## config.mk

```make
export PLATFORM = sky130hd
export DESIGN_NAME = coo_to_csf_builder_unit_flat
export DESIGN_NICKNAME = d
export VERILOG_FILES = /design/src/sv/csfb_pkg.sv /design/src/sv/csfb_in_if.sv /design/src/sv/csfb_out_if.sv /design/src/sv/csfb_cfg_if.sv /design/src/sv/csfb_front.sv /design/src/sv/csfb_queue.sv /design/src/sv/csfb_back.sv /design/src/sv/coo_to_csf_builder_unit.sv /design/src/flat_wrapper.sv
export SDC_FILE = /design/constraint.sdc
export NUM_CORES = 1
export LEC_CHECK = 0
export BUFFER_PORTS_ARGS = -buffer_cell sky130_fd_sc_hd__buf_2
export CORE_MARGIN = 10
export CORE_UTILIZATION = 40
export DETAILED_ROUTE_END_ITERATION = 7
export PLACE_DENSITY = 0.71
export SLEW_MARGIN = 30
export SYNTH_ARGS = -nofsm -noshare
export SYNTH_HDL_FRONTEND = slang
export SYNTH_HIERARCHICAL = 1
export SYNTH_SLANG_ARGS = --single-unit
```

## constraint.sdc

```tcl
create_clock -name i_clk -period 17.9 [get_ports i_clk]
set_input_delay 2.685 -clock i_clk [delete_from_list [all_inputs] [get_ports i_clk]]
set_output_delay 2.685 -clock i_clk [all_outputs]
set_load 0.005 [all_outputs]
```

## src/sv/csfb_pkg.sv

```systemverilog
`timescale 1ns / 1ps
// ----------------------------------------------------------------------------
// CSF builder package
// Shared constants, codes and the job record passed from the front end to the
// back end of the COO to CSF list builder.
// ----------------------------------------------------------------------------
package csfb_pkg;

    localparam int MAX_MODES  = 4;
    localparam int INDEX_BITS = 32;
    localparam int VALUE_BITS = 64;

    localparam int COORD_FIELDS = 4;
    localparam int CFG_W        = 3;
    localparam int COORD_IN_W   = 32;
    localparam int PAYLOAD_W    = 64;
    localparam int LEVEL_W      = 2;
    localparam int KIND_W       = 2;

    localparam int NUM_MODES  = (MAX_MODES < COORD_FIELDS) ? MAX_MODES : COORD_FIELDS;
    localparam int NUM_LEVELS = NUM_MODES - 1;
    localparam int COORD_W    = (INDEX_BITS < COORD_IN_W) ? INDEX_BITS : COORD_IN_W;
    localparam int STEP_W     = 3;
    localparam int COUNT_W    = 4;

    typedef enum logic [KIND_W-1:0] {
        KIND_VALUE   = 2'd0,
        KIND_INDEX   = 2'd1,
        KIND_POINTER = 2'd2
    } t_kind;

    typedef struct packed {
        logic                                  finish;
        logic [LEVEL_W-1:0]                    first_diff;
        logic [COUNT_W-1:0]                    num_words;
        logic [NUM_MODES-1:0][COORD_W-1:0]     coords;
        logic [NUM_LEVELS-1:0][INDEX_BITS-1:0] counts;
        logic [VALUE_BITS-1:0]                 value;
    } t_job;

endpackage

```

## src/sv/csfb_in_if.sv

```systemverilog
`timescale 1ns / 1ps
// ----------------------------------------------------------------------------
// CSF builder entry channel
// Valid/ready channel carrying one tensor entry or a finish command.
// ----------------------------------------------------------------------------
interface csfb_in_if;
    logic        valid;
    logic        ready;
    logic        cmd;
    logic [31:0] coord_0;
    logic [31:0] coord_1;
    logic [31:0] coord_2;
    logic [31:0] coord_3;
    logic [63:0] entry_value;

    modport source (output valid, cmd, coord_0, coord_1, coord_2, coord_3, entry_value,
                    input ready);
    modport sink (input valid, cmd, coord_0, coord_1, coord_2, coord_3, entry_value,
                  output ready);
endinterface

```

## src/sv/csfb_out_if.sv

```systemverilog
`timescale 1ns / 1ps
// ----------------------------------------------------------------------------
// CSF builder list channel
// Valid/ready channel carrying one CSF list word.
// ----------------------------------------------------------------------------
interface csfb_out_if;
    logic        valid;
    logic        ready;
    logic [1:0]  kind;
    logic [1:0]  level;
    logic [63:0] payload;
    logic        last;

    modport source (output valid, kind, level, payload, last, input ready);
    modport sink (input valid, kind, level, payload, last, output ready);
endinterface

```

## src/sv/csfb_cfg_if.sv

```systemverilog
`timescale 1ns / 1ps
// ----------------------------------------------------------------------------
// CSF builder configuration channel
// Valid/ready write channel for the active mode count register.
// ----------------------------------------------------------------------------
interface csfb_cfg_if;
    logic       valid;
    logic       ready;
    logic [2:0] data;

    modport source (output valid, data, input ready);
    modport sink (input valid, data, output ready);
endinterface

```

## src/sv/csfb_front.sv

```systemverilog
`timescale 1ns / 1ps
// ----------------------------------------------------------------------------
// CSF builder front end
// Accepts entries, finds the first differing mode, snapshots the fiber
// counts into a job and updates the running builder state.
// ----------------------------------------------------------------------------
module csfb_front
    import csfb_pkg::*;
(
    input  logic        i_clk,
    input  logic        i_rst_n,
    csfb_in_if.sink     i_entry,
    csfb_cfg_if.sink    i_cfg,
    input  logic        i_full,
    output logic        o_push,
    output t_job        o_job
);

    logic [CFG_W-1:0]                    r_modes;
    logic                                r_have;
    logic [NUM_MODES-1:0][COORD_W-1:0]   r_prev;
    logic [NUM_LEVELS-1:0][INDEX_BITS-1:0] r_cnt;

    logic                                accept;
    logic [CFG_W-1:0]                    modes;
    logic [NUM_MODES-1:0][COORD_W-1:0]   coords;
    logic [LEVEL_W-1:0]                  diff;
    logic [LEVEL_W-1:0]                  inc_lo;
    logic                                found;
    logic [NUM_LEVELS-1:0][INDEX_BITS-1:0] n_cnt;
    logic [COUNT_W-1:0]                  num_words;

    assign i_cfg.ready   = 1'b1;
    assign i_entry.ready = !i_full;
    assign accept        = i_entry.valid && !i_full;

    always_comb begin
        if (r_modes < CFG_W'(2)) begin
            modes = CFG_W'(2);
        end else if (r_modes > CFG_W'(NUM_MODES)) begin
            modes = CFG_W'(NUM_MODES);
        end else begin
            modes = r_modes;
        end
    end

    assign coords[0] = i_entry.coord_0[COORD_W-1:0];
    assign coords[1] = i_entry.coord_1[COORD_W-1:0];
    assign coords[2] = i_entry.coord_2[COORD_W-1:0];
    assign coords[3] = i_entry.coord_3[COORD_W-1:0];

    always_comb begin
        found = 1'b0;
        diff  = LEVEL_W'(modes - CFG_W'(1));
        for (int i = 0; i < NUM_LEVELS; i++) begin
            if (!found && (CFG_W'(i) < modes - CFG_W'(1)) && (coords[i] != r_prev[i])) begin
                diff  = LEVEL_W'(i);
                found = 1'b1;
            end
        end
        if (!r_have) begin
            diff = '0;
        end
    end

    assign inc_lo = (diff == '0) ? '0 : diff - LEVEL_W'(1);

    always_comb begin
        for (int l = 0; l < NUM_LEVELS; l++) begin
            n_cnt[l] = r_cnt[l];
            if ((LEVEL_W'(l) >= inc_lo) && (CFG_W'(l) < modes - CFG_W'(1))
                    && (r_cnt[l] != '1)) begin
                n_cnt[l] = r_cnt[l] + INDEX_BITS'(1);
            end
        end
    end

    always_comb begin
        if (i_entry.cmd) begin
            num_words = COUNT_W'(modes) - COUNT_W'(1);
        end else begin
            num_words = (COUNT_W'(modes) - COUNT_W'(diff)) << 1;
        end
    end

    assign o_push           = accept;
    assign o_job.finish     = i_entry.cmd;
    assign o_job.first_diff = diff;
    assign o_job.num_words  = num_words;
    assign o_job.coords     = coords;
    assign o_job.counts     = r_cnt;
    assign o_job.value      = i_entry.entry_value[VALUE_BITS-1:0];

    always_ff @(posedge i_clk) begin
        if (!i_rst_n) begin
            r_modes <= CFG_W'(4);
            r_have  <= 1'b0;
            r_prev  <= '0;
            r_cnt   <= '0;
        end else begin
            if (i_cfg.valid) begin
                r_modes <= i_cfg.data;
            end
            if (accept) begin
                if (i_entry.cmd) begin
                    r_have <= 1'b0;
                    r_prev <= '0;
                    r_cnt  <= '0;
                end else begin
                    r_have <= 1'b1;
                    r_prev <= coords;
                    r_cnt  <= n_cnt;
                end
            end
        end
    end

endmodule

```

## src/sv/csfb_queue.sv

```systemverilog
`timescale 1ns / 1ps
// ----------------------------------------------------------------------------
// CSF builder job queue
// Two-entry queue of jobs between the front end and the back end.
// ----------------------------------------------------------------------------
module csfb_queue
    import csfb_pkg::*;
(
    input  logic i_clk,
    input  logic i_rst_n,
    input  logic i_push,
    input  t_job i_job,
    output logic o_full,
    input  logic i_pop,
    output logic o_valid,
    output t_job o_job
);

    t_job       r_mem [2];
    logic       r_wr_ptr;
    logic       r_rd_ptr;
    logic [1:0] r_count;

    assign o_full  = (r_count == 2'd2);
    assign o_valid = (r_count != 2'd0);
    assign o_job   = r_mem[r_rd_ptr];

    always_ff @(posedge i_clk) begin
        if (i_push) begin
            r_mem[r_wr_ptr] <= i_job;
        end
    end

    always_ff @(posedge i_clk) begin
        if (!i_rst_n) begin
            r_wr_ptr <= 1'b0;
            r_rd_ptr <= 1'b0;
            r_count  <= 2'd0;
        end else begin
            if (i_push) begin
                r_wr_ptr <= !r_wr_ptr;
            end
            if (i_pop) begin
                r_rd_ptr <= !r_rd_ptr;
            end
            if (i_push && !i_pop) begin
                r_count <= r_count + 2'd1;
            end else if (!i_push && i_pop) begin
                r_count <= r_count - 2'd1;
            end
        end
    end

endmodule

```

## src/sv/csfb_back.sv

```systemverilog
`timescale 1ns / 1ps
// ----------------------------------------------------------------------------
// CSF builder back end
// Walks the head job to an output register, a word per cycle unless stalled.
// ----------------------------------------------------------------------------
module csfb_back
    import csfb_pkg::*;
(
    input  logic      i_clk,
    input  logic      i_rst_n,
    input  logic      i_valid,
    input  t_job      i_job,
    output logic      o_pop,
    csfb_out_if.source o_list
);

    logic [STEP_W-1:0]    r_step;
    logic                 r_valid;
    t_kind                r_kind;
    logic [LEVEL_W-1:0]   r_level;
    logic [PAYLOAD_W-1:0] r_payload;
    logic                 r_last;

    logic                 load;
    logic                 emit;
    logic                 is_last;
    logic [LEVEL_W-1:0]   lvl;
    t_kind                n_kind;
    logic [LEVEL_W-1:0]   n_level;
    logic [PAYLOAD_W-1:0] n_payload;

    assign load    = !r_valid || o_list.ready;
    assign emit    = load && i_valid;
    assign is_last = (COUNT_W'(r_step) == i_job.num_words - COUNT_W'(1));
    assign o_pop   = emit && is_last;
    assign lvl     = i_job.first_diff + LEVEL_W'(r_step >> 1);

    always_comb begin
        if (i_job.finish) begin
            n_kind    = KIND_POINTER;
            n_level   = LEVEL_W'(r_step);
            n_payload = PAYLOAD_W'(i_job.counts[LEVEL_W'(r_step)]);
        end else if (!r_step[0]) begin
            n_kind    = KIND_INDEX;
            n_level   = lvl;
            n_payload = PAYLOAD_W'(i_job.coords[lvl]);
        end else if (is_last) begin
            n_kind    = KIND_VALUE;
            n_level   = lvl;
            n_payload = PAYLOAD_W'(i_job.value);
        end else begin
            n_kind    = KIND_POINTER;
            n_level   = lvl;
            n_payload = PAYLOAD_W'(i_job.counts[lvl]);
        end
    end

    always_ff @(posedge i_clk) begin
        if (!i_rst_n) begin
            r_step  <= '0;
            r_valid <= 1'b0;
        end else begin
            if (emit) begin
                r_valid   <= 1'b1;
                r_kind    <= n_kind;
                r_level   <= n_level;
                r_payload <= n_payload;
                r_last    <= is_last;
                r_step    <= is_last ? '0 : r_step + STEP_W'(1);
            end else if (load) begin
                r_valid <= 1'b0;
            end
        end
    end

    assign o_list.valid   = r_valid;
    assign o_list.kind    = r_kind;
    assign o_list.level   = r_level;
    assign o_list.payload = r_payload;
    assign o_list.last    = r_last;

endmodule

```

## src/sv/coo_to_csf_builder_unit.sv

```systemverilog
`timescale 1ns / 1ps
// ----------------------------------------------------------------------------
// COO to CSF builder
// Turns a lexicographically ordered stream of nonzero entries into a stream
// of compressed sparse fiber list words.
//
//   Port      Direction  Carries
//   i_entry   in         command, four coordinates, value word
//   i_cfg     in         active mode count (3 bits)
//   o_list    out        kind, level, payload, last flag
//
// An entry that first differs at mode d yields 2*(M-d) list words and a
// finish yields M-1, one word per cycle from the back end's output register.
// The front end takes a new transaction every cycle while the two-entry job
// queue has room, so the sustained rate is set by the list word count.
// Reset is synchronous and clears the counts, the previous entry and the
// queue; a stall on o_list backs up through the queue to i_entry.ready.
// ----------------------------------------------------------------------------
module coo_to_csf_builder_unit
    import csfb_pkg::*;
(
    input  logic       i_clk,
    input  logic       i_rst_n,
    csfb_in_if.sink    i_entry,
    csfb_cfg_if.sink   i_cfg,
    csfb_out_if.source o_list
);

    logic push;
    logic full;
    logic pop;
    logic head_valid;
    t_job push_job;
    t_job head_job;

    csfb_front u_front (
        .i_clk   (i_clk),
        .i_rst_n (i_rst_n),
        .i_entry (i_entry),
        .i_cfg   (i_cfg),
        .i_full  (full),
        .o_push  (push),
        .o_job   (push_job)
    );

    csfb_queue u_queue (
        .i_clk   (i_clk),
        .i_rst_n (i_rst_n),
        .i_push  (push),
        .i_job   (push_job),
        .o_full  (full),
        .i_pop   (pop),
        .o_valid (head_valid),
        .o_job   (head_job)
    );

    csfb_back u_back (
        .i_clk   (i_clk),
        .i_rst_n (i_rst_n),
        .i_valid (head_valid),
        .i_job   (head_job),
        .o_pop   (pop),
        .o_list  (o_list)
    );

endmodule
```

## src/flat_wrapper.sv

```systemverilog
// flat-port wrapper written by rule: the top's interface ports become plain ports
module coo_to_csf_builder_unit_flat import csfb_pkg::*;
  (i_clk, i_rst_n, i_entry_valid, i_entry_cmd, i_entry_coord_0, i_entry_coord_1, i_entry_coord_2, i_entry_coord_3, i_entry_entry_value, i_entry_ready, i_cfg_valid, i_cfg_data, i_cfg_ready, o_list_valid, o_list_kind, o_list_level, o_list_payload, o_list_last, o_list_ready);
  csfb_in_if i_entry_i ();
  csfb_cfg_if i_cfg_i ();
  csfb_out_if o_list_i ();
  input  logic i_clk;
  input  logic i_rst_n;
  input wire logic [$bits(i_entry_i.valid)-1:0] i_entry_valid;
  input wire logic [$bits(i_entry_i.cmd)-1:0] i_entry_cmd;
  input wire logic [$bits(i_entry_i.coord_0)-1:0] i_entry_coord_0;
  input wire logic [$bits(i_entry_i.coord_1)-1:0] i_entry_coord_1;
  input wire logic [$bits(i_entry_i.coord_2)-1:0] i_entry_coord_2;
  input wire logic [$bits(i_entry_i.coord_3)-1:0] i_entry_coord_3;
  input wire logic [$bits(i_entry_i.entry_value)-1:0] i_entry_entry_value;
  output wire logic [$bits(i_entry_i.ready)-1:0] i_entry_ready;
  input wire logic [$bits(i_cfg_i.valid)-1:0] i_cfg_valid;
  input wire logic [$bits(i_cfg_i.data)-1:0] i_cfg_data;
  output wire logic [$bits(i_cfg_i.ready)-1:0] i_cfg_ready;
  output wire logic [$bits(o_list_i.valid)-1:0] o_list_valid;
  output wire logic [$bits(o_list_i.kind)-1:0] o_list_kind;
  output wire logic [$bits(o_list_i.level)-1:0] o_list_level;
  output wire logic [$bits(o_list_i.payload)-1:0] o_list_payload;
  output wire logic [$bits(o_list_i.last)-1:0] o_list_last;
  input wire logic [$bits(o_list_i.ready)-1:0] o_list_ready;
  assign i_entry_i.valid = i_entry_valid;
  assign i_entry_i.cmd = i_entry_cmd;
  assign i_entry_i.coord_0 = i_entry_coord_0;
  assign i_entry_i.coord_1 = i_entry_coord_1;
  assign i_entry_i.coord_2 = i_entry_coord_2;
  assign i_entry_i.coord_3 = i_entry_coord_3;
  assign i_entry_i.entry_value = i_entry_entry_value;
  assign i_entry_ready = i_entry_i.ready;
  assign i_cfg_i.valid = i_cfg_valid;
  assign i_cfg_i.data = i_cfg_data;
  assign i_cfg_ready = i_cfg_i.ready;
  assign o_list_valid = o_list_i.valid;
  assign o_list_kind = o_list_i.kind;
  assign o_list_level = o_list_i.level;
  assign o_list_payload = o_list_i.payload;
  assign o_list_last = o_list_i.last;
  assign o_list_i.ready = o_list_ready;
  coo_to_csf_builder_unit u_core (.i_clk(i_clk), .i_rst_n(i_rst_n), .i_entry(i_entry_i), .i_cfg(i_cfg_i), .o_list(o_list_i));
endmodule
```

# [Yosys cells after proc, flatten, opt, wreduce, memory -nomap -nowiden]
# Memory sizes are Yosys's and may differ from the RTL's. A register that Yosys moved wholly into a read port is not among the register bits.
# Cells that the tools add are included.
[word_totals] regBits=273 out_inout_bits=72 memories=1 word_cells=125 mem_bits_rw=590
[mem_list] name="u_core.u_queue.r_mem" depth=2 width=295 rd=1 rd_clocked_by_memory_dff=1 write_ports=1 line_no="csfb_queue.sv:19" text="t_job r_mem [2];"
[op_classes] eq_ne=8 n_addsub=12 n_mux=37 bitwise=2 reduce_logical=37 order_cmp=10
[op_table] op="$mux 32" n=9
[op_table] op="$bmux 32 s2" n=3
[op_table] op="$mux 96" n=2
[op_table] op="$add 32x1->32 const B" n=3
[op_table] op="$ne 32x32->1" n=3
[op_table] op="$ne 32x32->1 const B" n=3
[op_table] op="$mux 2" n=10
[op_table] op="$logic_and 1x1->1" n=16
[op_table] op="$reduce_bool 2->1" n=6
[op_table] op="$mux 1" n=9
[op_table] op="$mux 3" n=3
[op_table] op="$logic_not 1->1" n=8
[op_table] op="$reduce_and 2->1" n=4
[op_table] op="$lt 1x3->1 const A" n=2
[op_table] op="$lt 2x3->1 const B" n=2
[op_table] op="$eq 3x4->1" n=1
[op_table] op="$ge 1x2->1 const A" n=2
[op_table] op="$mux 4" n=1
[op_table] op="$sub 2x1->2 const B" n=2
[op_table] op="$sub 3x1->4 const B" n=1
[op_table] op="$sub 4x1->4 const B" n=1
[op_table] op="$add 3x1->3 const B" n=1
[op_table] op="$gt 3x3->1 const B" n=1
[op_table] op="$lt 2x3->1 const A" n=1
[op_table] op="other kinds (11)" n=12

# [Depth between registers and ports, before layout]
[depth] ltp_word=23 mapped_depth=14 depth_no_buf=12

# [Cells and area by module]
# Netlist, hierarchy kept.
[modules_own_cells] mod="csfb_queue" area_each_um2=22542.9 seq_area_each_um2=17817.1 cells_each=940 n_inst=1
[modules_own_cells] mod="csfb_front" area_each_um2=11514.8 seq_area_each_um2=3923.8 cells_each=1385 n_inst=1
[modules_own_cells] mod="csfb_back" area_each_um2=5793.1 seq_area_each_um2=2152.1 cells_each=530 n_inst=1

# [Least setup slack after synthesis]
# OpenSTA, ideal clock, no wires.
[synth_path] path_kind="input port to flip-flop" start="input i_entry_valid" end="register u_core.u_queue.r_wr_ptr" path_slack_ns=0.269 setup_time_ns=0.119 cell_stages=6 t_arrival_ns=17.512 n_path_buf=2 cell_sequence="nand2_1 -> clkinv_1 -> clkbuf_1 -> clkbuf_1 -> nor2b_1 -> o21a_1"
[synth_between] elab_chain_cells=1
[synth_lines] item="start: declaration" line_no="flat_wrapper.sv:9" text="input wire logic [$bits(i_entry_i.valid)-1:0] i_entry_valid;"
[synth_lines] item="$logic_and 1x1->1" line_no="csfb_front.sv:35" text="assign accept = i_entry.valid && !i_full;"
[synth_lines] item="via u_core.push" line_no="coo_to_csf_builder_unit.sv:29" text="logic push;"
[synth_lines] item="end signal: assignment" line_no="csfb_queue.sv:41" text="r_wr_ptr <= !r_wr_ptr;"
[synth_lines] item="end: declaration" line_no="csfb_queue.sv:20" text="logic r_wr_ptr;"
# The timed path passes the listed nets, and every way through them passes these cells.
# A chain may end at the register's enable or synchronous reset.

# [Worst setup path in the final report]
[layout_path] start="input i_entry_coord_0[27]" end="register u_core.u_front.r_cnt, in the netlist u_core/u_front/o_job[101]"
[layout_between] elab_chain_cells=19 elab_cells_between_ends=22 cone_classes="add/sub: 1; order compare: 1; eq/ne: 1; mux: 7; reduce/logical: 12"
[layout_lines] item="start: declaration" line_no="flat_wrapper.sv:11" text="input wire logic [$bits(i_entry_i.coord_0)-1:0] i_entry_coord_0;"
[layout_lines] item="$ne 32x32->1 (*)" line_no="csfb_front.sv:56" text="if (!found && (CFG_W'(i) < modes - CFG_W'(1)) && (coords[i] != r_prev[i])) begin"
[layout_lines] item="$logic_and 1x1->1 (*)" line_no="csfb_front.sv:56"
[layout_lines] item="$mux 1" line_no="csfb_front.sv:56"
[layout_lines] item="$logic_not 1->1" line_no="csfb_front.sv:56"
[layout_lines] item="$logic_and 1x1->1 (2 in series)" line_no="csfb_front.sv:56"
[layout_lines] item="$mux 1" line_no="csfb_front.sv:56"
[layout_lines] item="$logic_not 1->1" line_no="csfb_front.sv:56"
[layout_lines] item="$logic_and 1x1->1 (2 in series)" line_no="csfb_front.sv:56"
[layout_lines] item="$mux 2 (*)" line_no="csfb_front.sv:56"
[layout_lines] item="$mux 2 (*)" line_no="csfb_front.sv:61" text="if (!r_have) begin"
[layout_lines] item="$sub 2x1->2 / $logic_not 2->1 (equally long branches)" line_no="csfb_front.sv:66" text="assign inc_lo = (diff == '0) ? '0 : diff - LEVEL_W'(1);"
[layout_lines] item="$mux 2 (*)" line_no="csfb_front.sv:66"
[layout_lines] item="$ge 1x2->1 (*)" line_no="csfb_front.sv:71" text="if ((LEVEL_W'(l) >= inc_lo) && (CFG_W'(l) < modes - CFG_W'(1))"
[layout_lines] item="$logic_and 1x1->1 (*)" line_no="csfb_front.sv:71"
[layout_lines] item="$logic_and 1x1->1 (*)" line_no="csfb_front.sv:72" text="&& (r_cnt[l] != '1)) begin"
[layout_lines] item="$reduce_bool 2->1 (no line) (*)"
[layout_lines] item="$reduce_and 2->1 (no line) (*)"
[layout_lines] item="end signal: assignment" line_no="csfb_front.sv:112" text="r_cnt <= n_cnt;"
[layout_lines] item="end: declaration" line_no="csfb_front.sv:22" text="logic [NUM_LEVELS-1:0][INDEX_BITS-1:0] r_cnt;"
# Mark *: on every way between the ends. The rest lies on a longest branch, timed or not.

==> qor.csv <==
metric,value,unit
status,"finished, final reports clean",
clock_skew,65.8,ps
synthSimpleGateAreaFrac,9.77,%
htreeDepth,3,
critPathArrivalTime,6320,ps
hold_path.class,flip-flop to flip-flop,
grtUsageTotal,17.5,%
wl,103000,µm
worstMarginPinSlew,1090,ps
yosysWarningCount,6,
synth.area.top_cells,"edfxtp_1, dfxtp_1, mux2_4",
rows,115,
setup_violations,0,
antenna_found_initial,39,
synth_xor_area_share,2.99,%
synth_common_cells,"edfxtp_1, mux2_4, dfxtp_1, buf_4, nand2_1",
hold-worst-slack,470,ps
hpwl,68000,µm
first_pass_iters,5,
cts_tree,yes,
drive_gt1_share,26.6,%
grt_max_degree,141,
synthMuxAreaShare,14.4,%
synth_top_family_by_area,multiplexers,
port_buffers,271,
ant_nets,0,
power_density,132,nW/µm²
cts_setup_buffers,0,
fillers,8645,
synthCells,2855,
grt_pass1_wl,148000,µm
ys_seq_elements,864,
coreArea,98600,µm²
synthAdderAreaFrac,0.333,%
clk_latency,690,ps
postSynth.asyncResetShare,0,%
gp_congestion,0.811,
cts_hold_buf,0,
clkTransAtPathRegs,60,ps
slew_viol_final,0,
synth_compound_area_share,6.46,%
ctsResizeCount,0,
final.period_utilization,31.9,%
worstPathCellList,buf_2 -> xor2_1 -> nor4_1 -> nand4_1 -> nor4_1 -> nand2_1 -> o31a_1 -> nor2_2 -> a221o_1,
leakage,15.7,nW
crit_family,simple AND/OR/NAND/NOR gates,
synth.most_common_cell,edfxtp_1,
setup_tns,0,ps
drc,0,
cts_buffers,90,
path_buf_inv,1,
grt.overflow.total,0,
syn_area,39900,µm²
initial_core_util,40.4,%
final_nets,3118,
ir_worst_vdd,0.0000978,V
crit_fanout,17,
yosysSeqAreaShare,60.0,%
cpPeakStageDelay,890,ps
synth_area_per_cell,14.0,µm²
root_buffer,clkbuf_16,
yosysTopAreaCell,edfxtp_1,
drt_iter0_markers,2483,
setup.worst_path.end_class,flip-flop,
syn_nets,3066,
start_kind,input pin,
vias_per_cell,5.51,
worst-setup-path-type,input pin to flip-flop,
vias,23600,
rsz0062_at_grt,no,
dieArea,113000,µm²
die_h,336,µm
syn_to_final_growth,10.8,%
period_minus_slack,5710,ps
cts.sinks,864,
maxCapViolations,0,
synth_edf_count,659,
grt_pass1_vias,22400,
wire_per_inst,23.9,µm
hold_violations,0,
path_common_cell,nor4_1,
worstPathRequired,18510,ps
max_slew_margin,27.4,%
synth_top_area_share,49.7,%
fmax,175,MHz
die_width,336,µm
critPathSlowestCell,nor4_1,
synth.distinct_cells,76,
synth_ff_type,edfxtp_1,
cts_buffer_depth,3,
io_pins,273,
==> placed cells by master, fill, tap and decap left out, drive strengths merged, types with 7 or more instances in the layout <==
master	netlist	final
nor3	13	13
nor3b	33	33
nor2	140	140
o21ai	30	30
edfxtp	659	659
o31ai	16	16
diode	0	18
clkinv	1	41
mux4	32	32
or3	23	23
nand2	166	166
inv	18	20
mux2i	68	68
nand3	58	58
nor2b	11	11
ha	9	9
a221oi	32	32
nand3b	98	98
buf	259	308
mux2	296	296
a22oi	33	33
a21boi	101	101
nor4	34	34
xnor2	52	52
or4	19	19
clkbuf	89	116
a211o	10	10
o21bai	32	32
xor2	83	83
nand4	38	38
dfxtp	205	205
a21oi	76	76
bufinv	0	10
or2	7	7
and3	19	19
and2	41	41
==> where the power goes <==
part | switching (mW) | total (mW) | internal, mW | leakage (nW)
combinational | 0.806 | 1.35 | 0.545 | 6.28
sequential | 0.0748 | 2.52 | 2.45 | 7.91
clock | 0.808 | 1.94 | 1.13 | 1.53
total | 1.69 | 5.81 | 4.12 | 15.7
==> worst reg2reg max path: stages (launching register included) <==
cell and delay (ps):
dfxtp_4 860, buf_4 730, mux2_2 440, xnor2_1 240
xnor2_4 640, buf_4 740, mux4_1 470, a221oi_1 800
a22oi_1 310
==> state kept, by name (all words and copies together), names as in the netlist, named ones only <==
register,flops
u_core/u_queue/r_mem,590
u_core/u_front/o_job,96
u_core/u_front/r_prev,96
u_core/u_back/o_list.payload,64
u_core/u_back/r_step,3
u_core/u_front/r_modes,3
u_core/u_back/o_list.kind,2
u_core/u_back/o_list.level,2
u_core/u_queue/r_count,2
u_core/u_back/o_list.last,1
u_core/u_back/o_list.valid,1
u_core/u_front/r_have,1
u_core/u_queue/r_rd_ptr,1
u_core/u_queue/r_wr_ptr,1
==> through the flow <==
| step | util [%] | cell area, µm² | instances | power (mW) | setup slack [ps] |
|---|---|---|---|---|---|
| floorplan | - | 39900 | 2855 | 3.54 | 269 |
| global placement | 41.5 | 40900 | 4097 | 3.89 | 11710 |
| detailed placement | 41.6 | 41000 | 4102 | 3.92 | 11650 |
| CTS | 44.7 | 44100 | 4272 | 5.87 | 12260 |
| global route | 44.8 | 44100 | 4284 | 6.03 | 12210 |
| finish | 44.8 | 44100 | 4290 | 5.81 | 12190 |
==> area by class of cell <==
type	count	area, µm²	share of cell area [%]
flip-flops and latches	864	23900	54.1
multi-input cells	1624	13700	31.0
clock buffers	116	2470	5.60
repair buffers	308	1720	3.89
well taps	1287	1610	3.65
clock inverters	54	659	1.49
inverters	19	72.6	0.164
diodes	18	45.0	0.102
==> cell families (layout without fill, tap and decap cells) <==
kind of cell	Yosys count	in the layout
buf+inv	367	497
other cells	1	19
compound gates	364	364
fa+ha+maj	10	10
mux	396	396
simple gates	718	718
flops	864	864
xor+xnor	135	135
==> per-layer routing <==
| layer | vias up | track usage (%) | part of all wire, % |
|---|---|---|---|
| li1 | 10600 | - | - |
| met1 | 11800 | 23.2 | 42 |
| met2 | 964 | 28.0 | 47 |
| met3 | 175 | 3.57 | 7.9 |
| met4 | 32 | 6.25 | 3.0 |
| met5 | - | 0 | 0.17 |
==> final timing paths <==
check,slack [ps],end,cells after the start,start
min,470,u_core/u_queue/r_mem[1][94]$_DFFE_PP_,0,u_core/u_front/o_job[94]$_SDFFE_PN0P_
max reg2reg,12300,u_core/u_back/o_list.payload[15]$_DFFE_PP_,8,flip-flop
max,12190,u_core/u_front/o_job[101]$_SDFFE_PN0P_,9,i_entry_coord_0[27]
min reg2reg,470,u_core/u_queue/r_mem[1][94]$_DFFE_PP_,0,u_core/u_front/o_job[94]$_SDFFE_PN0P_
Note: power is estimated with default switching activity, not from simulation.
